--- src/hdl/hac_pkg.sv ---
// shared constants and types for the hysteresis actuator controller
package hac_pkg;

	// telemetry frame layout
	localparam int unsigned FRAME_LEN = 12;
	localparam int unsigned IDX_W     = $clog2(FRAME_LEN);
	localparam logic [IDX_W-1:0] LAST_IDX = IDX_W'(FRAME_LEN - 1);

	localparam logic [7:0] HDR0 = 8'h55;
	localparam logic [7:0] HDR1 = 8'hAA;
	localparam logic [7:0] TAIL = 8'hBB;

	// remote alarm byte that raises the alarm
	localparam logic [7:0] ALARM_CODE = 8'd1;

	// x / 10 == (x * DIV10_MUL) >> DIV10_SHIFT for every 16-bit x
	localparam logic [15:0] DIV10_MUL   = 16'd52429;
	localparam int unsigned DIV10_SHIFT = 19;
	localparam int unsigned WHOLE_W     = 13;

	// register map, byte address = 4 * index
	localparam int unsigned ADDR_W = 5;
	localparam logic [2:0] REG_TEMP_HIGH_LIMIT = 3'd0;
	localparam logic [2:0] REG_TEMP_HIGH_BAND  = 3'd1;
	localparam logic [2:0] REG_TEMP_LOW_LIMIT  = 3'd2;
	localparam logic [2:0] REG_TEMP_LOW_BAND   = 3'd3;
	localparam logic [2:0] REG_HUMID_LOW_LIMIT = 3'd4;
	localparam logic [2:0] REG_HUMID_BAND      = 3'd5;
	localparam logic [2:0] REG_ALCOHOL_LIMIT   = 3'd6;
	localparam logic [2:0] REG_ALCOHOL_BAND    = 3'd7;

	// register reset values
	localparam logic [7:0]  RST_TEMP_HIGH_LIMIT = 8'd30;
	localparam logic [7:0]  RST_TEMP_HIGH_BAND  = 8'd2;
	localparam logic [7:0]  RST_TEMP_LOW_LIMIT  = 8'd20;
	localparam logic [7:0]  RST_TEMP_LOW_BAND   = 8'd5;
	localparam logic [7:0]  RST_HUMID_LOW_LIMIT = 8'd40;
	localparam logic [7:0]  RST_HUMID_BAND      = 8'd5;
	localparam logic [15:0] RST_ALCOHOL_LIMIT   = 16'd500;
	localparam logic [15:0] RST_ALCOHOL_BAND    = 16'd20;

	typedef logic [7:0] byte_t;

	// divide a 16-bit reading by ten
	function automatic logic [WHOLE_W-1:0] div10(input logic [15:0] x);
		logic [31:0] prod;
		prod = 32'(x) * 32'(DIV10_MUL);
		return prod[DIV10_SHIFT +: WHOLE_W];
	endfunction

endpackage

--- src/hdl/hysteresis_actuator_controller.sv ---
// hysteresis actuator controller: tick input stage, rule logic, frame serializer
// latency: a tick taken into the input register loads its frame into the frame register
// once the serializer is free or sends its last byte; the first frame byte is shown from then on
// throughput: the frame leaves one byte a beat, stalled while out_stall is high;
// one further tick waits in the input register while a frame drains
// reset: registers return to their defaults, held readings and levels clear
module hysteresis_actuator_controller
	import hac_pkg::*;
(
	input  logic              clk,
	input  logic              arst_n,
	// configuration port
	input  logic              psel,
	input  logic              penable,
	input  logic              pwrite,
	input  logic [ADDR_W-1:0] paddr,
	input  logic [31:0]       pwdata,
	output logic [31:0]       prdata,
	output logic              pready,
	// tick input channel
	input  logic              in_valid,
	output logic              in_stall,
	input  logic              new_reading,
	input  logic [15:0]       temperature,
	input  logic [15:0]       humidity,
	input  logic [15:0]       alcohol,
	input  logic [7:0]        alarm_code,
	// frame output channel
	output logic              out_valid,
	input  logic              out_stall,
	output logic [7:0]        frame_byte,
	output logic              frame_last,
	output logic              fan_on,
	output logic              heater_on,
	output logic              humidifier_on,
	output logic              beep
);

	// configuration registers
	logic [7:0]  temp_high_limit_q, temp_high_band_q, temp_low_limit_q, temp_low_band_q;
	logic [7:0]  humid_low_limit_q, humid_band_q;
	logic [15:0] alcohol_limit_q, alcohol_band_q;

	logic       cfg_wr;
	logic [2:0] cfg_idx;

	assign pready  = 1'b1;
	assign cfg_wr  = psel && penable && pwrite;
	assign cfg_idx = paddr[ADDR_W-1:2];

	always_ff @(posedge clk or negedge arst_n) begin
		if (!arst_n) begin
			temp_high_limit_q <= RST_TEMP_HIGH_LIMIT;
			temp_high_band_q  <= RST_TEMP_HIGH_BAND;
			temp_low_limit_q  <= RST_TEMP_LOW_LIMIT;
			temp_low_band_q   <= RST_TEMP_LOW_BAND;
			humid_low_limit_q <= RST_HUMID_LOW_LIMIT;
			humid_band_q      <= RST_HUMID_BAND;
			alcohol_limit_q   <= RST_ALCOHOL_LIMIT;
			alcohol_band_q    <= RST_ALCOHOL_BAND;
		end else if (cfg_wr) begin
			unique case (cfg_idx)
				REG_TEMP_HIGH_LIMIT: temp_high_limit_q <= pwdata[7:0];
				REG_TEMP_HIGH_BAND:  temp_high_band_q  <= pwdata[7:0];
				REG_TEMP_LOW_LIMIT:  temp_low_limit_q  <= pwdata[7:0];
				REG_TEMP_LOW_BAND:   temp_low_band_q   <= pwdata[7:0];
				REG_HUMID_LOW_LIMIT: humid_low_limit_q <= pwdata[7:0];
				REG_HUMID_BAND:      humid_band_q      <= pwdata[7:0];
				REG_ALCOHOL_LIMIT:   alcohol_limit_q   <= pwdata[15:0];
				REG_ALCOHOL_BAND:    alcohol_band_q    <= pwdata[15:0];
				default: ;
			endcase
		end
	end

	// register read-back
	always_comb begin
		unique case (cfg_idx)
			REG_TEMP_HIGH_LIMIT: prdata = 32'(temp_high_limit_q);
			REG_TEMP_HIGH_BAND:  prdata = 32'(temp_high_band_q);
			REG_TEMP_LOW_LIMIT:  prdata = 32'(temp_low_limit_q);
			REG_TEMP_LOW_BAND:   prdata = 32'(temp_low_band_q);
			REG_HUMID_LOW_LIMIT: prdata = 32'(humid_low_limit_q);
			REG_HUMID_BAND:      prdata = 32'(humid_band_q);
			REG_ALCOHOL_LIMIT:   prdata = 32'(alcohol_limit_q);
			REG_ALCOHOL_BAND:    prdata = 32'(alcohol_band_q);
			default:             prdata = '0;
		endcase
	end

	// input register
	logic        valid_s1;
	logic        new_reading_s1;
	logic [15:0] temperature_s1, humidity_s1, alcohol_s1;
	logic [7:0]  alarm_s1;

	// frame serializer state
	logic             busy_q;
	logic [IDX_W-1:0] idx_q;
	byte_t            frame_q [FRAME_LEN];
	logic             beep_q;

	logic out_beat, frame_done, advance, in_beat;

	assign out_beat   = busy_q && !out_stall;
	assign frame_done = out_beat && (idx_q == LAST_IDX);
	assign advance    = valid_s1 && (!busy_q || frame_done);
	assign in_stall   = valid_s1 && !advance;
	assign in_beat    = in_valid && !in_stall;

	always_ff @(posedge clk or negedge arst_n) begin
		if (!arst_n) begin
			valid_s1 <= 1'b0;
		end else if (in_beat) begin
			valid_s1 <= 1'b1;
		end else if (advance) begin
			valid_s1 <= 1'b0;
		end
	end

	always_ff @(posedge clk) begin
		if (in_beat) begin
			new_reading_s1 <= new_reading;
			temperature_s1 <= temperature;
			humidity_s1    <= humidity;
			alcohol_s1     <= alcohol;
			alarm_s1       <= alarm_code;
		end
	end

	// held readings and actuator levels
	logic [15:0] held_temp_q, held_humid_q, held_alc_q;
	logic [7:0]  held_alarm_q;
	logic        fan_q, heater_q, humid_q;

	logic [15:0]        temp_sel, humid_sel, alc_sel;
	logic [7:0]         alarm_sel;
	logic [WHOLE_W-1:0] t_whole, h_whole;
	logic [8:0]         fan_off_thr, heat_off_thr, hum_off_thr;
	logic [15:0]        alc_off_thr;
	logic               fan_nx, heater_nx, humid_nx, beep_nx;
	byte_t              sum_nx;

	always_comb begin
		temp_sel  = new_reading_s1 ? temperature_s1 : held_temp_q;
		humid_sel = new_reading_s1 ? humidity_s1    : held_humid_q;
		alc_sel   = new_reading_s1 ? alcohol_s1     : held_alc_q;
		alarm_sel = new_reading_s1 ? alarm_s1       : held_alarm_q;
		t_whole   = div10(temp_sel);
		h_whole   = div10(humid_sel);

		fan_off_thr  = {1'b0, temp_high_limit_q} - {1'b0, temp_high_band_q};
		heat_off_thr = {1'b0, temp_low_limit_q} + {1'b0, temp_low_band_q};
		hum_off_thr  = {1'b0, humid_low_limit_q} + {1'b0, humid_band_q};
		alc_off_thr  = alcohol_limit_q - alcohol_band_q;

		fan_nx    = fan_q;
		heater_nx = heater_q;
		humid_nx  = humid_q;
		beep_nx   = 1'b0;

		// temperature rule on the fan; an off threshold below zero never fires
		if (t_whole > WHOLE_W'(temp_high_limit_q)) begin
			fan_nx  = 1'b1;
			beep_nx = 1'b1;
		end else if (!fan_off_thr[8] && (t_whole < WHOLE_W'(fan_off_thr[7:0]))) begin
			fan_nx = 1'b0;
		end

		// heater rule
		if (t_whole < WHOLE_W'(temp_low_limit_q)) begin
			heater_nx = 1'b1;
			beep_nx   = 1'b1;
		end else if (t_whole > WHOLE_W'(heat_off_thr)) begin
			heater_nx = 1'b0;
		end

		// humidifier rule
		if (h_whole < WHOLE_W'(humid_low_limit_q)) begin
			humid_nx = 1'b1;
			beep_nx  = 1'b1;
		end else if (h_whole > WHOLE_W'(hum_off_thr)) begin
			humid_nx = 1'b0;
		end

		// alcohol and alarm rule overrides the fan
		if ((alc_sel >= alcohol_limit_q) || (alarm_sel == ALARM_CODE)) begin
			fan_nx  = 1'b1;
			beep_nx = 1'b1;
		end else if ((alcohol_limit_q >= alcohol_band_q) && (alc_sel < alc_off_thr)) begin
			fan_nx = 1'b0;
		end

		sum_nx = t_whole[7:0] + h_whole[7:0] + alc_sel[15:8] + alc_sel[7:0] + alarm_sel
			+ byte_t'(fan_nx) + byte_t'(humid_nx) + byte_t'(heater_nx);
	end

	always_ff @(posedge clk or negedge arst_n) begin
		if (!arst_n) begin
			held_temp_q  <= '0;
			held_humid_q <= '0;
			held_alc_q   <= '0;
			held_alarm_q <= '0;
			fan_q        <= 1'b0;
			heater_q     <= 1'b0;
			humid_q      <= 1'b0;
		end else if (advance) begin
			held_temp_q  <= temp_sel;
			held_humid_q <= humid_sel;
			held_alc_q   <= alc_sel;
			held_alarm_q <= alarm_sel;
			fan_q        <= fan_nx;
			heater_q     <= heater_nx;
			humid_q      <= humid_nx;
		end
	end

	// serializer control
	always_ff @(posedge clk or negedge arst_n) begin
		if (!arst_n) begin
			busy_q <= 1'b0;
			idx_q  <= '0;
		end else if (advance) begin
			busy_q <= 1'b1;
			idx_q  <= '0;
		end else if (frame_done) begin
			busy_q <= 1'b0;
			idx_q  <= '0;
		end else if (out_beat) begin
			idx_q <= idx_q + 1'b1;
		end
	end

	// frame load
	always_ff @(posedge clk) begin
		if (advance) begin
			frame_q[0]  <= HDR0;
			frame_q[1]  <= HDR1;
			frame_q[2]  <= t_whole[7:0];
			frame_q[3]  <= h_whole[7:0];
			frame_q[4]  <= alc_sel[15:8];
			frame_q[5]  <= alc_sel[7:0];
			frame_q[6]  <= alarm_sel;
			frame_q[7]  <= byte_t'(fan_nx);
			frame_q[8]  <= byte_t'(humid_nx);
			frame_q[9]  <= byte_t'(heater_nx);
			frame_q[10] <= sum_nx;
			frame_q[11] <= TAIL;
			beep_q      <= beep_nx;
		end
	end

	// output beat
	assign out_valid     = busy_q;
	assign frame_byte    = frame_q[idx_q];
	assign frame_last    = (idx_q == LAST_IDX);
	assign fan_on        = fan_q;
	assign heater_on     = heater_q;
	assign humidifier_on = humid_q;
	assign beep          = beep_q;

`ifndef SYNTHESIS
	// byte index steps by one on each non-final beat
	a_idx_step: assert property (@(posedge clk) disable iff (!arst_n)
		(out_beat && !frame_last && !advance) |=> (busy_q && idx_q == $past(idx_q) + 1'b1))
		else $error("frame index did not advance");

	// a held tick keeps its payload
	a_s1_hold: assert property (@(posedge clk) disable iff (!arst_n)
		(valid_s1 && !advance) |=> (valid_s1 && $stable(temperature_s1) && $stable(alarm_s1)))
		else $error("held tick lost or changed");

	// checksum byte matches the frame body
	a_checksum: assert property (@(posedge clk) disable iff (!arst_n)
		busy_q |-> (frame_q[10] == byte_t'(frame_q[2] + frame_q[3] + frame_q[4] + frame_q[5]
			+ frame_q[6] + frame_q[7] + frame_q[8] + frame_q[9])))
		else $error("checksum mismatch");

	// a new frame only loads once the old one is finished
	a_no_overrun: assert property (@(posedge clk) disable iff (!arst_n)
		(advance && busy_q) |-> frame_done)
		else $error("frame overwritten before tail");
`endif

endmodule
--- config.mk ---
export PLATFORM = sky130hd
export DESIGN_NAME = hysteresis_actuator_controller
export DESIGN_NICKNAME = d
export VERILOG_FILES = /design/src/hdl/hac_pkg.sv /design/src/hdl/hysteresis_actuator_controller.sv
export SDC_FILE = /design/constraint.sdc
export NUM_CORES = 1
export LEC_CHECK = 0
export BUFFER_PORTS_ARGS = -buffer_cell sky130_fd_sc_hd__buf_2
export CAP_MARGIN = 20
export CORE_MARGIN = 1.5
export CORE_UTILIZATION = 30
export CTS_BUF_LIST = sky130_fd_sc_hd__clkbuf_2
export DETAILED_ROUTE_END_ITERATION = 12
export SYNTH_ARGS = -nofsm -noshare
export SYNTH_HDL_FRONTEND = slang
export SYNTH_SLANG_ARGS = --single-unit
--- constraint.sdc ---
create_clock -name clk -period 10.2 [get_ports clk]
set_input_delay 2.04 -clock clk [delete_from_list [all_inputs] [get_ports clk]]
set_output_delay 2.04 -clock clk [all_outputs]
set_load 0.05 [all_outputs]
Yosys cells after proc, flatten, opt, wreduce, memory -nomap -nowiden
Memories as Yosys holds them, arrays and structs flattened.
Cells that the tools add are included.

word-level totals
  RAM bits = 96
  bits in registers = 203
  output and inout bits = 48
  word-level logic and storage cells = 109
  bits of input ports = 101
  memories kept = 1

operators by class
  multiply operators = 2
  muxes and demuxes = 23
  add/subtract/negate cells = 12
  order comparisons = 9
  reduce and logical (&&, ||, !) cells = 29
  eq/ne operators = 9

memory list
  name     words  width  rd ports  clocked after memory_dff  wr ports  line                                   RTL
  frame_q  12     8      1         0                         12        hysteresis_actuator_controller.sv:100  byte_t frame_q [FRAME_LEN];

operators by type and width
  operator                                                                number
  32-bit one-hot mux with 8 select lines                                  1
  16-bit by 16-bit multiplier with 32-bit output (second input constant)  2
  16-bit two-way mux                                                      3
  13-bit by 8-bit less-than comparator with 1-bit output                  3
  8-bit adder                                                             4
  16-bit >= comparator                                                    2
  13-bit by 9-bit greater-than comparator with 1-bit output               2
  8-bit by 1-bit adder with 8-bit output                                  3
  8-bit by 8-bit adder with 9-bit output                                  2
  16-bit less-than comparator                                             1
  2-bit AND reduction                                                     8
  16-bit subtractor                                                       1
  1-bit two-way mux                                                       15
  13-bit by 8-bit greater-than comparator with 1-bit output               1
  3-bit equality test (second input constant)                             4
  4-bit two-way mux                                                       3
  1-bit logical AND                                                       9
  8-bit by 8-bit subtractor with 9-bit output                             1
  8-bit by 1-bit equality test with 1-bit output (second input constant)  1
  8-bit two-way mux                                                       1
  3-bit by 2-bit equality test with 1-bit output (second input constant)  2
  1-bit zero test                                                         5
  4-bit by 1-bit adder with 4-bit output (second input constant)          1
  4-bit equality test (second input constant)                             1
  other kinds (6)                                                         8

Logic depth before layout (Yosys ltp)
Gate-level depths: netlist of run 1.

  depth in word-level cells = 11
  depth in mapped cells = 48
  gate-level depth less buffers = 44

Worst setup path after synthesis of run 1
No wires, ideal clock.

  path kind = reg-to-reg
  start point = register new_reading_s1
  end point = memory frame_q[10][7] in the netlist's numbering (data pin)
  library setup time = 274 ps
  period minus slack after synthesis = 10713 ps
  arrival = 10438 ps
  cell stages (with the launch flop) = 42
  buffers on the path = 4
  required time = 9926 ps
  setup slack = -513 ps
  path through = edfxtp_1 > buf_6 > buf_2 > clkbuf_1 > buf_1 > mux2i_1 > inv_1 > ha_1 > inv_1 > fa_1 > inv_1 > fa_1 > fa_1 > fa_1 > fa_1 > ha_1 > a2111oi_0 > o21ai_0 > [6 not listed] > ha_1 > a2111oi_0 > a21oi_1 > a211oi_1 > a31o_2 > nand2_1 > fa_1 > inv_1 > ha_1 > a21o_1 > a21oi_1 > o21bai_1 > a21oi_1 > o21bai_1 > a21oi_1 > xnor2_1 > xnor2_1 > xor2_1

RTL lines
  element                 line                                   RTL
  start, declared         hysteresis_actuator_controller.sv:93   logic new_reading_s1;
  start signal, assigned  hysteresis_actuator_controller.sv:123  new_reading_s1 <= new_reading;
  end, declared           hysteresis_actuator_controller.sv:100

==> metrics.txt, run 1 <==
# TYPE chip_impl_metric gauge
chip_impl_info{name="run_status",value="completed"} 1
chip_impl_metric{name="finish.net_count",unit=""} 3251
chip_impl_metric{name="fp-row-count",unit=""} 103
chip_impl_metric{name="fin_skew",unit="ps"} 159
chip_impl_metric{name="layout_worst_path_cycle_share",unit="%"} 97.0
chip_impl_metric{name="grt_pass1_wl",unit="µm"} 99000
chip_impl_metric{name="grt.total_usage",unit="%"} 15.7
chip_impl_metric{name="place.port_buffers",unit=""} 113
chip_impl_metric{name="drt_first_pass_iters",unit=""} 5
chip_impl_metric{name="post-synth-top-area-fraction",unit="%"} 20.2
chip_impl_metric{name="seq_area_frac_synth",unit="%"} 29.1
chip_impl_info{name="setup_repair_after_global_routing_missed_its_margin",value="yes"} 1
chip_impl_metric{name="chipWidth",unit="µm"} 285
chip_impl_metric{name="avgViaCountPerCell",unit=""} 4.67
chip_impl_info{name="critPathCaptureType",value="flip-flop"} 1
chip_impl_metric{name="fin_crit",unit="ps"} 9890
chip_impl_info{name="layout_common_cells",value="sky130_fd_sc_hd__inv_1, sky130_fd_sc_hd__ha_1, sky130_fd_sc_hd__fa_1"} 1
chip_impl_metric{name="critPathMaxFanout",unit=""} 5
chip_impl_info{name="layout.cells.most_common",value="sky130_fd_sc_hd__inv_1"} 1
chip_impl_metric{name="postSynthCellCount",unit=""} 2282
chip_impl_metric{name="fill_cells",unit=""} 7966
chip_impl_metric{name="syn_area",unit="µm²"} 23800
chip_impl_metric{name="worstPathRequired",unit="ps"} 10970
chip_impl_metric{name="die_height",unit="µm"} 285
chip_impl_metric{name="antenna_cells",unit=""} 0
chip_impl_metric{name="drt_first_iter_violations",unit=""} 867
chip_impl_info{name="hold_class",value="flip-flop to flip-flop"} 1
chip_impl_metric{name="globalRoute.totalOverflow",unit=""} 0
chip_impl_info{name="postSynth.topFlopCell",value="sky130_fd_sc_hd__dfrtp_1"} 1
chip_impl_metric{name="fraction_of_registers_with_async_set_reset",unit="%"} 57.1
chip_impl_metric{name="max_freq",unit="MHz"} 101
chip_impl_metric{name="antenna_left",unit=""} 0
chip_impl_metric{name="cp_slowest_stage_delay",unit="ps"} 610
chip_impl_metric{name="max-clock-path-buffers",unit=""} 3
chip_impl_metric{name="max_reg_flops",unit=""} 51
chip_impl_metric{name="syn_to_final_growth",unit="%"} 18.1
chip_impl_metric{name="drv_slew",unit=""} 0
chip_impl_info{name="max_flop_register",value="frame_q"} 1
chip_impl_metric{name="drive_above_1_share",unit="%"} 23.2
chip_impl_info{name="tritoncts_clock_tree",value="built"} 1
chip_impl_metric{name="timing.final.setup_violations",unit=""} 0
chip_impl_metric{name="synth_area_per_cell",unit="µm²"} 10.4
chip_impl_info{name="cp_common_cell",value="sky130_fd_sc_hd__fa_1"} 1
chip_impl_metric{name="clk-insertion-delay-late",unit="ps"} 1060
chip_impl_metric{name="timing.final.hold_violations",unit=""} 0
chip_impl_info{name="critPathSlowestCell",value="sky130_fd_sc_hd__fa_1"} 1
chip_impl_metric{name="maxcap_viol_count",unit=""} 0
chip_impl_metric{name="yosysWarningCount",unit=""} 0
chip_impl_info{name="cts_root_buf",value="sky130_fd_sc_hd__clkbuf_2"} 1
chip_impl_metric{name="htreeDepth",unit=""} 3
chip_impl_metric{name="clk_pin_slew_worst_paths",unit="ps"} 90
chip_impl_metric{name="vias_in_the_first_global_route",unit=""} 17796
chip_impl_metric{name="fin_worst_hold_slack",unit="ps"} 487
chip_impl_metric{name="synth-seq-cells",unit=""} 254
chip_impl_metric{name="floorplan.io_pins",unit=""} 149
chip_impl_metric{name="worst_ep_arrival_time",unit="ps"} 10660
chip_impl_metric{name="place_hpwl",unit="µm"} 49800
chip_impl_metric{name="slew_headroom",unit="%"} 33.5
chip_impl_info{name="critical_path_class",value="flip-flop to flip-flop"} 1
chip_impl_metric{name="antenna_violations_before_repair",unit=""} 3
chip_impl_metric{name="post_drt_wl_per_cell",unit="µm"} 17.0
chip_impl_metric{name="drt_wl_total",unit="µm"} 62900
chip_impl_metric{name="synth-edff-count",unit=""} 109
chip_impl_info{name="netlist.top_cell.by_area",value="sky130_fd_sc_hd__ha_1"} 1
chip_impl_metric{name="grt_start_max_net_pins",unit=""} 86
chip_impl_metric{name="gp_congestion",unit=""} 0.895
chip_impl_metric{name="num_vias",unit=""} 17249
chip_impl_metric{name="cts-buffers-inserted",unit=""} 74
chip_impl_metric{name="floorplan.core_area",unit="µm²"} 78700
chip_impl_metric{name="synth_cell_type_count",unit=""} 79
chip_impl_metric{name="finish.utilization",unit="%"} 35.7
chip_impl_info{name="worstSetupStartpointType",value="flip-flop"} 1
chip_impl_metric{name="cts.sink_count",unit=""} 254
chip_impl_metric{name="initial_utilization",unit="%"} 30.2
chip_impl_metric{name="worst_pin_slew",unit="ps"} 988
chip_impl_metric{name="drc",unit=""} 0
chip_impl_metric{name="fp.dieArea",unit="µm²"} 81000
chip_impl_info{name="synth_top_cells_by_area",value="sky130_fd_sc_hd__ha_1, sky130_fd_sc_hd__fa_1, sky130_fd_sc_hd__edfxtp_1"} 1
chip_impl_metric{name="timing.setup.tns",unit="ps"} 0
## critical path: cells and delay by family, from the launching register on
kind	cells	cell delay (ps)
AO/OA/AOI/OAI	16	2350
XOR/XNOR	3	380
adder cells (fa/ha/maj)	12	4770
buffers and inverters	10	1240
flip-flops	1	410
multiplexers	1	320
AND/OR/NAND/NOR	2	190
## through the flow
| stage | area [µm²] | setup slack [ps] | std cells |
|---|---|---|---|
| floorplan | 23900 | 17.0 | 2297 |
| CTS | 27300 | 4.51 | 3677 |
| global placement | 26500 | -133 | 3539 |
| detailed placement | 26500 | -150 | 3539 |
| global route | 28100 | -71.6 | 3692 |
| finish | 28100 | 311 | 3692 |
## final timing paths
| path | start | end | slack, ps | depth (start not counted) |
|---|---|---|---|---|
| min in group asynchronous | arst_n | alcohol_band_q[8] | 1070 | 1 |
| setup reg to reg | new_reading_s1 | frame_q[10][7] | 310 | 44 |
| setup / recovery | new_reading_s1 | frame_q[10][7] | 310 | 44 |
| hold reg to reg | held_alc_q[8] | held_alc_q[8] | 490 | 2 |
| max in group asynchronous | arst_n | held_temp_q[10] | 7640 | 2 |
| hold / removal | held_alc_q[8] | held_alc_q[8] | 490 | 2 |
## routing by layer
layer	vias to the layer above	wire, µm	GRT usage (%)
met4	2	1830	5.11
met3	106	2940	3.03
li1	8371	-	-
met1	8409	29200	21.4
met5	-	13	0
met2	361	29000	25.1
## kinds of logic after synthesis
kind of cell | after synthesis | share of synthesized area (%)
other | 2 | 0.0316
xor gates and xnor gates | 69 | 2.57
and+or+nand+nor | 348 | 6.94
muxes | 137 | 6.32
DFF | 254 | 29.1
AOI/OAI and AO/OA | 419 | 11.2
adders and majority gates | 571 | 35.9
buffers and inverters | 482 | 7.92
## layout make-up
class	count	area, µm²	area share [%]
well taps	1050	1310	4.68
multi-input cells	1561	15700	55.8
clock buffers	110	551	1.96
inverters	414	1560	5.54
repair buffers	275	1850	6.60
clock inverters	28	206	0.735
flip-flops and latches	254	6930	24.7
## cells in the mapped netlist (6+ instances only)
cell                        count
sky130_fd_sc_hd__a2111oi_0      6
sky130_fd_sc_hd__a211oi_1      11
sky130_fd_sc_hd__a21o_1        34
sky130_fd_sc_hd__a21oi_1       96
sky130_fd_sc_hd__a221oi_1      10
sky130_fd_sc_hd__a22o_1        10
sky130_fd_sc_hd__a31oi_1       13
sky130_fd_sc_hd__and2_1        10
sky130_fd_sc_hd__and3_1         7
sky130_fd_sc_hd__buf_1          8
sky130_fd_sc_hd__buf_4         17
sky130_fd_sc_hd__clkbuf_1      40
sky130_fd_sc_hd__dfrtp_1      124
sky130_fd_sc_hd__dfstp_2       21
sky130_fd_sc_hd__edfxtp_1     109
sky130_fd_sc_hd__fa_1         186
sky130_fd_sc_hd__ha_1         384
sky130_fd_sc_hd__inv_1        411
sky130_fd_sc_hd__mux2_2        86
sky130_fd_sc_hd__mux2i_1       49
sky130_fd_sc_hd__nand2_1      151
sky130_fd_sc_hd__nand2b_1      18
sky130_fd_sc_hd__nand3_1       18
sky130_fd_sc_hd__nand4_1       17
sky130_fd_sc_hd__nor2_1        59
sky130_fd_sc_hd__nor2b_1       16
sky130_fd_sc_hd__nor3_1        20
sky130_fd_sc_hd__nor3b_1        6
sky130_fd_sc_hd__o21a_1        19
sky130_fd_sc_hd__o21ai_0      146
sky130_fd_sc_hd__o21bai_1      19
sky130_fd_sc_hd__o22ai_1       10
sky130_fd_sc_hd__or3_1          7
sky130_fd_sc_hd__xnor2_1       51
sky130_fd_sc_hd__xor2_1        17
## what timing repair did
action	in CTS	in global routing
buffers inserted	0	13
pin swaps	0	38
gates cloned	0	2
endpoints found under the setup margin	1	4
hold buffers	0	0
gates resized for setup	8	103
Power of run 1 is not shown: default switching activity piles up to over one toggle a cycle in this logic, so the estimate is an artifact.
==> inputs of run 2 (changes only) <==
--- a/config.mk
+++ b/config.mk
@@ -11,6 +11,7 @@
 export CORE_UTILIZATION = 30
 export CTS_BUF_LIST = sky130_fd_sc_hd__clkbuf_2
 export DETAILED_ROUTE_END_ITERATION = 12
+export RECOVER_POWER = 100
 export SYNTH_ARGS = -nofsm -noshare
 export SYNTH_HDL_FRONTEND = slang
 export SYNTH_SLANG_ARGS = --single-unit
==> metrics.txt, run 2 (synthesis gave the netlist of run 1 again) <==
# TYPE chip_impl_metric gauge
chip_impl_metric{name="worst_hold_path.num_cells",unit=""} 2
chip_impl_info{name="crit-reg2reg-capture",value="frame_q[10][7]"} 1
chip_impl_info{name="min_from",value="held_alc_q[8]"} 1
chip_impl_metric{name="antenna_violations_before_repair",unit=""} 3
chip_impl_info{name="worstSetupStartpointType",value="flip-flop"} 1
chip_impl_info{name="critical-path-top-delay-family",value="adder cells"} 1
chip_impl_metric{name="die_height",unit="µm"} 285
chip_impl_info{name="tritoncts_clock_tree",value="built"} 1
chip_impl_metric{name="worst_pin_slew",unit="ps"} 4960
chip_impl_info{name="cts_root_buf",value="sky130_fd_sc_hd__clkbuf_2"} 1
chip_impl_info{name="setup_repair_after_global_routing_missed_its_margin",value="yes"} 1
chip_impl_metric{name="fp-row-count",unit=""} 103
chip_impl_metric{name="drc",unit=""} 0
chip_impl_metric{name="grt.total_usage",unit="%"} 15.7
chip_impl_metric{name="dp_worst_setup_slack",unit="ps"} -150
chip_impl_metric{name="fp.dieArea",unit="µm²"} 81000
chip_impl_metric{name="final-seq-area",unit="µm²"} 6930
chip_impl_metric{name="slew_headroom",unit="%"} -230
chip_impl_metric{name="drt_wl_total",unit="µm"} 62900
chip_impl_metric{name="fin_skew",unit="ps"} 158
chip_impl_metric{name="syn_to_final_growth",unit="%"} 18.0
chip_impl_metric{name="htreeDepth",unit=""} 3
chip_impl_metric{name="drv_slew",unit=""} 86
chip_impl_info{name="critPathSlowestCell",value="sky130_fd_sc_hd__fa_1"} 1
chip_impl_metric{name="drt_first_iter_violations",unit=""} 864
chip_impl_metric{name="antenna_cells",unit=""} 0
chip_impl_info{name="run_status",value="finished with violations"} 1
chip_impl_metric{name="cts.sink_count",unit=""} 254
chip_impl_metric{name="grt_pass1_wl",unit="µm"} 99000
chip_impl_metric{name="critPathMaxFanout",unit=""} 5
chip_impl_metric{name="final-instance-count-excl-fill",unit=""} 3692
chip_impl_info{name="layout_common_cells",value="sky130_fd_sc_hd__inv_1, sky130_fd_sc_hd__ha_1, sky130_fd_sc_hd__fa_1"} 1
chip_impl_metric{name="clk-insertion-delay-late",unit="ps"} 1060
chip_impl_metric{name="initial_utilization",unit="%"} 30.2
chip_impl_metric{name="timing.final.setup_violations",unit=""} 0
chip_impl_metric{name="placed_cells",unit=""} 3539
chip_impl_info{name="critical_path_class",value="flip-flop to flip-flop"} 1
chip_impl_metric{name="vias_in_the_first_global_route",unit=""} 17796
chip_impl_metric{name="max-clock-path-buffers",unit=""} 3
chip_impl_metric{name="gp_congestion",unit=""} 0.895
chip_impl_metric{name="place.port_buffers",unit=""} 113
chip_impl_metric{name="fin_worst_hold_slack",unit="ps"} 485
chip_impl_metric{name="ff2ff_path_depth",unit=""} 44
chip_impl_metric{name="worstPathRequired",unit="ps"} 10970
chip_impl_metric{name="grt_start_max_net_pins",unit=""} 86
chip_impl_info{name="reg_to_reg_startpoint",value="new_reading_s1"} 1
chip_impl_metric{name="chipWidth",unit="µm"} 285
chip_impl_metric{name="max_freq",unit="MHz"} 101
chip_impl_info{name="max_flop_register",value="frame_q"} 1
chip_impl_metric{name="fill_cells",unit=""} 7969
chip_impl_info{name="critPathCaptureType",value="flip-flop"} 1
chip_impl_metric{name="ff2ff_setup_slack",unit="ps"} 310
chip_impl_metric{name="clk_pin_slew_worst_paths",unit="ps"} 90
chip_impl_info{name="layout.cells.most_common",value="sky130_fd_sc_hd__inv_1"} 1
chip_impl_metric{name="floorplan.core_area",unit="µm²"} 78700
chip_impl_metric{name="drive_above_1_share",unit="%"} 22.5
chip_impl_metric{name="worst_ep_arrival_time",unit="ps"} 10660
chip_impl_metric{name="post_drt_wl_per_cell",unit="µm"} 17.0
chip_impl_metric{name="finish.utilization",unit="%"} 35.6
chip_impl_metric{name="globalRoute.totalOverflow",unit=""} 0
chip_impl_metric{name="max_reg_flops",unit=""} 51
chip_impl_metric{name="drt_first_pass_iters",unit=""} 5
chip_impl_metric{name="cp_slowest_stage_delay",unit="ps"} 610
chip_impl_metric{name="floorplan.io_pins",unit=""} 149
chip_impl_info{name="end_of_the_worst_hold_path",value="held_alc_q[8]"} 1
chip_impl_metric{name="avgViaCountPerCell",unit=""} 4.67
chip_impl_metric{name="cts_hold_buf",unit=""} 0
chip_impl_metric{name="layout_worst_path_cycle_share",unit="%"} 96.9
chip_impl_info{name="hold_class",value="flip-flop to flip-flop"} 1
chip_impl_metric{name="crit_buf_inv",unit=""} 10
chip_impl_metric{name="maxcap_viol_count",unit=""} 1
chip_impl_metric{name="place_hpwl",unit="µm"} 49800
chip_impl_metric{name="antenna_left",unit=""} 0
chip_impl_metric{name="timing.final.hold_violations",unit=""} 0
chip_impl_info{name="cp_common_cell",value="sky130_fd_sc_hd__fa_1"} 1
chip_impl_metric{name="setup_slack",unit="ps"} 311
chip_impl_metric{name="multi_input_area",unit="µm²"} 15700
chip_impl_info{name="failed_checks",value="capacitance limit, slew limit"} 1
chip_impl_metric{name="fin_crit",unit="ps"} 9890
chip_impl_metric{name="finish.net_count",unit=""} 3251
chip_impl_metric{name="cts-buffers-inserted",unit=""} 74
chip_impl_metric{name="num_vias",unit=""} 17234
[run 2: cell count changes in the layout (fill, tap and decap cells not counted), sizes merged]
cell / change
buf: -8
clkbuf: +8
[run 2: area by class of cell]
class                      instances  share of cell area, %
sequential                       254                   24.7
timing repair buffer             275                   6.53
tap                             1050                   4.68
multi-input combinational       1561                   55.9
inverter                         414                   5.55
clock buffer                     110                   1.96
clock inverter                    28                  0.736
[run 2: per-layer routing]
layer	part of all wire (%)	up-vias	routed length, µm	track usage [%]
li1	-	8371	-	-
met1	46	8378	29000	21.4
met2	46	377	29000	25.1
met3	4.9	106	3110	3.03
met4	2.9	2	1830	5.11
met5	0.021	-	13	0
[run 2: worst max-delay path by stage]
stage	startpoint	to	slack, ps	cells past startpoint
2_1_floorplan	new_reading_s1	frame_q[10][7]	20	45
3_3_place_gp	new_reading_s1	frame_q[10][7]	-130	39
3_5_place_dp	new_reading_s1	frame_q[10][7]	-150	44
4_1_cts	new_reading_s1	frame_q[10][7]	5	39
5_1_grt	new_reading_s1	frame_q[10][7]	-70	43
6_report	new_reading_s1	frame_q[10][7]	310	44
[run 2: per-stage QoR]
step           area (µm²)  setup TNS, ps
3_3_place_gp        26500           -133
2_1_floorplan       23900              0
6_report            28100              0
3_5_place_dp        26500           -150
5_1_grt             28100          -71.6
4_1_cts             27300              0
[run 2: timing repair]
item                       in CTS  in global routing
setup endpoints to repair       1                  4
buffers inserted                0                 13
pin swaps                       0                 38
cloned                          0                  2
gates resized for setup         8                103
[run 2: worst reg2reg max path: cells and delay by family (launching register included)]
family	cells	cell delay [ps]
AOI/OAI and AO/OA	16	2360
xor gates and xnor gates	3	380
adders and majority gates	12	4790
buffers and inverters	10	1200
DFF	1	400
muxes	1	320
and+or+nand+nor	2	190
Power of run 2 is left out for the same reason.
